--- config.mk ---
export PLATFORM = sky130hd
export DESIGN_NAME = utf8_to_ucs2_hex_core
export DESIGN_NICKNAME = d
export VERILOG_FILES = /design/src/rtl/u2h_pkg.sv /design/src/rtl/u2h_decode.sv /design/src/rtl/u2h_serialize.sv /design/src/rtl/utf8_to_ucs2_hex_core.sv
export SDC_FILE = /design/constraint.sdc
export NUM_CORES = 1
export LEC_CHECK = 0
export CORE_MARGIN = 1.5
export CORE_UTILIZATION = 45
export CTS_CLUSTER_SIZE = 24
export DETAILED_ROUTE_END_ITERATION = 16
export DONT_BUFFER_PORTS = 1
export HOLD_SLACK_MARGIN = 0.06
export PLACE_DENSITY = 0.6
export SYNTH_ARGS = -nofsm -noshare
export SYNTH_HDL_FRONTEND = slang
export SYNTH_SLANG_ARGS = --single-unit
--- constraint.sdc ---
create_clock -name clock -period 8.5 [get_ports clock]
set_clock_uncertainty 0.2 [all_clocks]
set_input_delay 0 -clock clock [delete_from_list [all_inputs] [get_ports clock]]
set_output_delay 0 -clock clock [all_outputs]
set_load 0.05 [all_outputs]
--- src/rtl/u2h_pkg.sv ---
// Shared types and constants for the UTF-8 to hex UCS-2 encoder.
// No dependencies; used by u2h_decode, u2h_serialize and utf8_to_ucs2_hex_core.
package u2h_pkg;

   localparam int unsigned UNIT_W   = 16;
   localparam int unsigned CHAR_W   = 7;
   localparam int unsigned NIB_CNT_W = 4;   // holds 0..8 nibbles

   localparam logic [7:0]        ASCII_LIMIT = 8'h80;
   localparam logic [UNIT_W-1:0] QMARK_UNIT  = 16'h003F;

   // Number of code units produced by one input byte
   typedef enum logic [1:0] {
      UNITS_NONE = 2'd0,
      UNITS_ONE  = 2'd1,
      UNITS_TWO  = 2'd2
   } units_type;

   typedef struct packed {
      units_type         units;
      logic [UNIT_W-1:0] unit0;   // emitted first
      logic [UNIT_W-1:0] unit1;
   } dec_result_type;

   typedef struct packed {
      logic                 out_free;
      logic [NIB_CNT_W-1:0] nib_left;
   } ser_status_type;

   function automatic logic [CHAR_W-1:0] hex_char(input logic [3:0] nib);
      logic [CHAR_W-1:0] ext;
      ext = {3'b000, nib};
      if (nib < 4'd10) begin
         hex_char = ext + 7'h30;
      end else begin
         hex_char = ext + 7'h37;
      end
   endfunction

   function automatic logic is_multi_lead(input logic [7:0] b);
      is_multi_lead = ((b & 8'hE0) == 8'hC0) || ((b & 8'hF0) == 8'hE0);
   endfunction

endpackage

--- src/rtl/u2h_decode.sv ---
// Sequence decoder: holds partial UTF-8 sequences and turns each accepted byte
// into zero, one or two 16-bit code units. Depends on u2h_pkg.
module u2h_decode (
   input  logic                    clock,
   input  logic                    reset,
   input  logic                    fire,
   input  logic [7:0]              in_byte,
   input  logic                    in_last,
   output u2h_pkg::dec_result_type result
);

   logic [7:0] held_lead_ff, held_lead_in;
   logic [7:0] held_second_ff, held_second_in;
   logic [1:0] held_count_ff, held_count_in;

   always_comb begin
      result.units   = u2h_pkg::UNITS_NONE;
      result.unit0   = '0;
      result.unit1   = '0;
      held_lead_in   = held_lead_ff;
      held_second_in = held_second_ff;
      held_count_in  = held_count_ff;
      case (held_count_ff)
         2'd0: begin
            if (in_byte < u2h_pkg::ASCII_LIMIT) begin
               result.units = u2h_pkg::UNITS_ONE;
               result.unit0 = {8'h00, in_byte};
            end else if (u2h_pkg::is_multi_lead(in_byte) && !in_last) begin
               held_lead_in  = in_byte;
               held_count_in = 2'd1;
            end else begin
               result.units = u2h_pkg::UNITS_ONE;
               result.unit0 = u2h_pkg::QMARK_UNIT;
            end
         end
         2'd1: begin
            if ((held_lead_ff & 8'hE0) == 8'hC0) begin
               result.units  = u2h_pkg::UNITS_ONE;
               result.unit0  = {5'b00000, held_lead_ff[4:0], in_byte[5:0]};
               held_lead_in  = '0;
               held_count_in = 2'd0;
            end else if (in_last) begin
               // truncated three-byte sequence: '?' then the byte as a fresh lead
               result.units  = u2h_pkg::UNITS_TWO;
               result.unit0  = u2h_pkg::QMARK_UNIT;
               result.unit1  = (in_byte < u2h_pkg::ASCII_LIMIT) ? {8'h00, in_byte}
                                                               : u2h_pkg::QMARK_UNIT;
               held_lead_in  = '0;
               held_count_in = 2'd0;
            end else begin
               held_second_in = in_byte;
               held_count_in  = 2'd2;
            end
         end
         default: begin
            result.units   = u2h_pkg::UNITS_ONE;
            result.unit0   = {held_lead_ff[3:0], held_second_ff[5:0], in_byte[5:0]};
            held_lead_in   = '0;
            held_second_in = '0;
            held_count_in  = 2'd0;
         end
      endcase
   end

   always_ff @(posedge clock) begin
      if (reset) begin
         held_lead_ff   <= '0;
         held_second_ff <= '0;
         held_count_ff  <= '0;
      end else if (fire) begin
         held_lead_ff   <= held_lead_in;
         held_second_ff <= held_second_in;
         held_count_ff  <= held_count_in;
      end
   end

endmodule

--- src/rtl/u2h_serialize.sv ---
// Nibble serializer: registers decoded code units and sends them through an output
// register as ASCII hex, one beat per cycle unless out_ready stalls. Uses u2h_pkg.
module u2h_serialize (
   input  logic                           clock,
   input  logic                           reset,
   input  logic                           load,
   input  u2h_pkg::dec_result_type        result,
   output logic                           ready,
   output u2h_pkg::ser_status_type        status,
   output logic                           out_valid,
   input  logic                           out_ready,
   output logic [u2h_pkg::CHAR_W-1:0]     out_char,
   output logic                           out_last
);

   localparam int unsigned SHIFT_W = 2 * u2h_pkg::UNIT_W;

   logic [SHIFT_W-1:0]            nib_shift_ff, nib_shift_in;
   logic [u2h_pkg::NIB_CNT_W-1:0] nib_left_ff, nib_left_in;
   logic                          out_valid_ff, out_valid_in;
   logic [u2h_pkg::CHAR_W-1:0]    out_char_ff, out_char_in;
   logic                          out_last_ff, out_last_in;
   logic                          out_free;
   logic                          emit;

   assign out_free = !out_valid_ff || out_ready;
   assign emit     = (nib_left_ff != '0) && out_free;
   assign ready    = (nib_left_ff == '0) ||
                     ((nib_left_ff == u2h_pkg::NIB_CNT_W'(1)) && out_free);

   always_comb begin
      nib_shift_in = nib_shift_ff;
      nib_left_in  = nib_left_ff;
      out_valid_in = out_valid_ff && !out_ready;
      out_char_in  = out_char_ff;
      out_last_in  = out_last_ff;
      if (emit) begin
         out_valid_in = 1'b1;
         out_char_in  = u2h_pkg::hex_char(nib_shift_ff[SHIFT_W-1 -: 4]);
         out_last_in  = (nib_left_ff == u2h_pkg::NIB_CNT_W'(1));
         nib_shift_in = {nib_shift_ff[SHIFT_W-5:0], 4'h0};
         nib_left_in  = nib_left_ff - u2h_pkg::NIB_CNT_W'(1);
      end
      // load the next item's units behind the last nibble of this one
      if (load) begin
         nib_shift_in = {result.unit0, result.unit1};
         case (result.units)
            u2h_pkg::UNITS_ONE: nib_left_in = u2h_pkg::NIB_CNT_W'(4);
            u2h_pkg::UNITS_TWO: nib_left_in = u2h_pkg::NIB_CNT_W'(8);
            default:            nib_left_in = '0;
         endcase
      end
   end

   always_ff @(posedge clock) begin
      if (reset) begin
         nib_left_ff  <= '0;
         out_valid_ff <= 1'b0;
      end else begin
         nib_left_ff  <= nib_left_in;
         out_valid_ff <= out_valid_in;
      end
   end

   always_ff @(posedge clock) begin
      nib_shift_ff <= nib_shift_in;
      out_char_ff  <= out_char_in;
      out_last_ff  <= out_last_in;
   end

   assign out_valid       = out_valid_ff;
   assign out_char        = out_char_ff;
   assign out_last        = out_last_ff;
   assign status.out_free = out_free;
   assign status.nib_left = nib_left_ff;

endmodule

--- src/rtl/utf8_to_ucs2_hex_core.sv ---
// Top level of the UTF-8 to hex UCS-2 encoder.
// Instantiates u2h_decode and u2h_serialize; depends on u2h_pkg.
//
// Usage:
//   The req channel takes one UTF-8 byte per beat (req_tdata), with req_tlast
//   on the final byte of a string. The rsp channel returns uppercase ASCII hex
//   characters, four per decoded 16-bit code unit, most significant nibble
//   first; rsp_tlast marks the last character caused by one input byte.
//   A byte that only extends a held sequence produces no beat at all.
//   The first character of a byte passes the nibble shift register and then the
//   output register before it appears on rsp. Throughput: one character per cycle
//   on rsp while rsp_tready is high; a byte yielding one code unit gives four
//   characters, a truncated three-byte sequence at end of string eight. Bytes
//   producing no output are taken every cycle while no nibbles are queued.
//   The next byte is taken in the cycle the current item's last character moves
//   into the output register, so the rsp channel streams without gaps across items.
//   Reset clears held sequence state and drops any characters still queued.
//   When rsp_tready is low the output register holds its beat and req_tready
//   falls as soon as the queued nibbles cannot advance.
module utf8_to_ucs2_hex_core (
   input  logic       clock,
   input  logic       reset,
   input  logic       req_tvalid,
   output logic       req_tready,
   input  logic [7:0] req_tdata,   // [7:0] in_byte
   input  logic       req_tlast,   // in_last
   output logic       rsp_tvalid,
   input  logic       rsp_tready,
   output logic [7:0] rsp_tdata,   // [6:0] hex_char, [7] zero
   output logic       rsp_tlast    // out_last
);

   u2h_pkg::dec_result_type dec_result;
   u2h_pkg::ser_status_type ser_status;
   logic                    req_fire;
   logic                    ser_ready;
   logic [u2h_pkg::CHAR_W-1:0] rsp_char;

   assign req_tready = ser_ready;
   assign req_fire   = req_tvalid && ser_ready;

   u2h_decode u_decode (
      .clock   (clock),
      .reset   (reset),
      .fire    (req_fire),
      .in_byte (req_tdata),
      .in_last (req_tlast),
      .result  (dec_result)
   );

   u2h_serialize u_serialize (
      .clock     (clock),
      .reset     (reset),
      .load      (req_fire),
      .result    (dec_result),
      .ready     (ser_ready),
      .status    (ser_status),
      .out_valid (rsp_tvalid),
      .out_ready (rsp_tready),
      .out_char  (rsp_char),
      .out_last  (rsp_tlast)
   );

   assign rsp_tdata = {1'b0, rsp_char};

   // A byte that yields code units must leave nibbles queued next cycle
   a_load_queues: assert property (@(posedge clock) disable iff (reset)
      req_fire && (dec_result.units != u2h_pkg::UNITS_NONE) |=> ser_status.nib_left != '0)
      else $error("decoded units were not queued");

   // Never more than two code units queued
   a_nib_bound: assert property (@(posedge clock) disable iff (reset)
      ser_status.nib_left <= u2h_pkg::NIB_CNT_W'(8))
      else $error("nibble count out of range");

   // Every character sent is an uppercase hex digit
   a_hex_digit: assert property (@(posedge clock) disable iff (reset)
      rsp_tvalid |-> (rsp_tdata >= 8'h30 && rsp_tdata <= 8'h39) ||
                     (rsp_tdata >= 8'h41 && rsp_tdata <= 8'h46))
      else $error("output is not a hex digit");

   // Taking a byte while nibbles remain needs the last one to leave now
   a_accept_drain: assert property (@(posedge clock) disable iff (reset)
      req_fire && (ser_status.nib_left != '0) |-> ser_status.out_free &&
                                               (ser_status.nib_left == u2h_pkg::NIB_CNT_W'(1)))
      else $error("byte accepted over queued nibbles");

endmodule
==> results.md <==
- Entering global routing, the biggest net connects 36 pins.
- The dominant cell type by area after synthesis is edfxtp_1.
- The run finished with clean final reports.
- 24 I/O pins were placed.
- The floorplan step set the die height to 80.71 um.
- Input and output buffers added on the ports amount to 0.
- The setup TNS is 0 ns.
- After layout, the minimum clock period comes to 3.569 ns.
- The register bit total from synthesis is 61.
- Across every metal layer, demand over resource in global routing totals 20.23%.
- The die covers 6514 um2.
- The cell area after technology mapping is 2718 um2.
- The worst relative slew slack is 33.11%.
- At the pin with the least slew margin, the transition time is 1.003 ns.
- The initial antenna violation count is 0.
- In this run, CTS created clock tree buffers numbering 9.
- The count of flip-flops with a built-in enable after synthesis is 40.
- In the routed design, unresolved DRC markers number 0.
- The first global-routing pass estimated 9604 um of wire.
- The count of endpoints failing hold in the final timing report is 0.
- The path class of the tightest hold or removal check is in -> reg.
- Data on the critical path is required at its endpoint by 8.58 ns.
- Counting distinct cell types in the post-synthesis netlist gives 43.
- The clock root buffer is clkbuf_8.
- The synthesized area divided by synthesized cell count is 11.09 um2.
- In this run the deepest clock path goes through 2 buffers.
- After clock tree synthesis, the clock-pin slew on the worst setup and hold paths is 0.07 ns.
- The maximum ir drop on the vdd rail is 0.2262 mV.
- The highest fanout seen on the critical path is 24.
- The max-cap check violation count is 0.
- The simple-gate share of the synthesized area is 15.98%.
- The area growth from synthesis to layout is 16.94%.
- The number of slew-limit violations in the final report is 0.
- Before antenna repair, the detailed router went through 4 iterations.
- The cell family with the largest share of critical-path delay is buffers and inverters.
- Setup violations remaining at the end of the flow were counted as 0.
- The detailed router placed 1,973 vias in this run.
- Measured on the finished design, the core utilization comes to 54.00%.
- The DRC marker count from the first detailed-route iteration is 175.
- Summed over all nets, the half-perimeter wirelength after detailed placement is 3580 um.
- The clock insertion delay at the later pin of the skew report is 0.34 ns.
- Hold timing on the final database bottoms out at a slack of 0.2093 ns.
- The clock net sink count is 61.
- The number of gates given a new drive strength after cts is 0.
- The critical path contains buffers and inverters numbering 3 combined.
- In this design, the stage delay of the slowest critical-path cell is 0.85 ns.
- The number of inserted filler cells in the final layout is 534.
- Summed over all layers, the global routing overflow is 0.
- The post-CTS repair timing setup buffer count is 0.
- Setup repair after global routing left no endpoint under its margin.
- The slowest stage of the critical path belongs to the cell o2111a_1.
- Of the post-synthesis cell area, the part taken by muxes is 1.105%.
- The width of the die is 80.71 um.
- The via count of the first global-routing pass is 1,941.
- The share of async-settable or async-resettable flops after synthesis is 0%.
- After detailed routing, the number of vias per cell comes to 5.653.
- The total area of multi-input combinational cells is 997.2 um2.
- Synthesis produced 245 cells.
- Once placement completed, the tool counted placed cells totaling 313.
- OpenSTA, run right after detailed placement, puts the worst setup slack at 5.643 ns.
- The top achievable clock speed is 0.2802 GHz.
- During synthesis, Yosys emitted a total of 0 warnings.
- The floorplan has 28 rows.
- TritonCTS built the clock tree.
- Summed over all cells, the static leakage comes to 1.169 nW.
- The total length of routed wires is 5772 um.
- Traced cell by cell, the critical path runs through inv_1 -> ha_1 -> or3b_4 -> o2111a_1 -> nand4_1 -> dlygate4sd3_1 -> a21oi_1 -> dlygate4sd3_1.
- The fraction of final layout cells with drive strength greater than 1 is 9.124%.
- In the final layout, flip-flops and latches occupy 1622 um2.
- The worst path uses 41.99% of the clock period.
- The most numerous cell type found on the critical path is dlygate4sd3_1.
- The placer's final routability congestion estimate is 0.7978.
- The remaining number of nets flagged by the antenna check after routing is 0.
- In the post-route analysis, the smallest setup slack over all paths is 4.931 ns.
- The maximum level of the CTS H-tree is 3.
- In the final routed layout, each cell accounts on average for 16.54 um.
- STA classifies the critical path startpoint as a flip-flop.
- STA classifies the critical path endpoint as a flip-flop.
- Summing the areas of all fa, ha and maj instances in the mapped netlist gives 1.381% of the synthesized area.
- The final layout contains 285 nets.
- The total design power is 1.224 mW.
- After routing the design area is 3178 um2.
- By startpoint and endpoint, the worst setup path is classified as reg -> reg.
- Summing the areas of all compound-gate instances in the mapped netlist gives 17.45% of the synthesized area.
- The arrival time at the worst endpoint is 3.65 ns.
- The core area is 5886 um2.
- After synthesis, the largest area contributor takes up 44.20% of total cell area.
- The count of inserted antenna diode cells is 0.
- The initial core utilization is 46.17%.
- After detailed placement, the total cell area comes to 2776 um2.
- The power per cell area is 385.2 nW/um2.
- The area share of xor/xnor cells in the synthesized design is 0.6446%.
- The count of cells in the finished layout, fillers not included, comes to 349.
- The number of buffers inserted for hold repair after clock tree synthesis is 20.
- The largest family of logic cells by synthesized area is compound AO/OA/AOI/OAI gates.
- Summing the sequential cell areas from Yosys gives 59.67% of the chip area.
- By area the synthesized netlist is led by edfxtp_1 44%, dfxtp_1 15%, o21ai_0 4.4%.
- For this run, the leading register cell type out of synthesis is edfxtp_1.
- The synthesized net count is 261.
-- synthesized netlist by cell type, types with 2 or more instances --
cell type and n:
edfxtp_1 40, nand2_1 26, o21ai_0 24, dfxtp_1 21
nor2_1 19, a21oi_1 17, and2_1 10, inv_1 9
nand4_1 8, nand3_1 7, a22o_1 6, nor2b_1 6
a32oi_1 5, clkbuf_1 4, a31oi_1 3, buf_2 3
ha_1 3, mux2i_1 3, nand2b_1 3, a21o_1 2
buf_6 2, nor3_1 2, xnor2_1 2
-- placed cells by master (no fill, tap or decap), types with 4 or more instances in the layout --
cell,netlist,final
edfxtp_1,40,40
nand2_1,26,26
o21ai_0,24,24
dfxtp_1,21,21
dlygate4sd3_1,0,20
nor2_1,19,19
a21oi_1,17,17
clkbuf_8,0,12
and2_1,10,10
inv_1,9,9
nand4_1,8,8
nand3_1,7,7
nor2b_1,6,6
a22o_1,6,6
a32oi_1,5,5
buf_4,1,4
-- worst min-delay path, cell delays in order --
cell	delay [ns]
or3b_4	0.10
o2111ai_2	0.10
buf_4	0.24
o21ai_0	0.18
-- flip-flops by register name (all words and copies together) (netlist names) --
name / flops
u_decode.held_lead_ff: 8
u_serialize.nib_left_ff: 4
u_serialize.out_char: 7
u_serialize.out_valid: 1
u_decode.held_second_ff: 6
u_decode.held_count_ff: 2
u_serialize.nib_shift_ff: 32
u_serialize.out_last: 1
-- power breakdown --
part	internal [mW]	switching, mW	total [mW]
registers	0.499	0.121	0.620
logic	0.115	0.232	0.347
clock network	0.148	0.109	0.257
total	0.762	0.462	1.22
-- path summary, 6_finish.rpt --
check                                          start                                 endpoint  slack, ns  depth (start not counted)
max          u_serialize.nib_left_ff[0]$_SDFFE_PP0P_  u_decode.held_second_ff[0]$_SDFFE_PP0P_       4.93                          8
min                                       rsp_tready   u_serialize.nib_shift_ff[24]$_DFFE_PP_       0.21                          4
max reg2reg  u_serialize.nib_left_ff[0]$_SDFFE_PP0P_  u_decode.held_second_ff[0]$_SDFFE_PP0P_       4.93                          8
min reg2reg  u_decode.held_second_ff[4]$_SDFFE_PP0P_  u_decode.held_second_ff[4]$_SDFFE_PP0P_       0.28                          2
-- area by class of cell --
cell class / count / share of cell area, %
sequential: 61 / 51.02
inverter: 9 / 1.063
multi-input combinational: 164 / 31.38
clock buffer: 16 / 6.339
tap: 75 / 2.953
timing repair buffer: 24 / 7.244
-- layer usage --
| metal | share of wire [%] | wire length [um] | vias up | GRT usage, % |
|---|---|---|---|---|
| li1 | - | - | 957 | - |
| met4 | 1.2 | 72 | 0 | 8.793 |
| met2 | 49 | 2817 | 66 | 31.60 |
| met3 | 5.6 | 325 | 10 | 6.250 |
| met1 | 44 | 2556 | 940 | 25.88 |
| met5 | 0 | 0 | - | 0 |
-- kinds of logic (layout without fill, tap and decap cells) --
logic type | after synthesis | count (layout)
muxes | 3 | 3
and+or+nand+nor | 87 | 87
AOI/OAI and AO/OA | 68 | 68
DFF | 61 | 61
adders and majority gates | 3 | 3
xor gates and xnor gates | 2 | 2
buffers and inverters | 20 | 49
other | 1 | 1
Power figures use the tool's default switching activity.
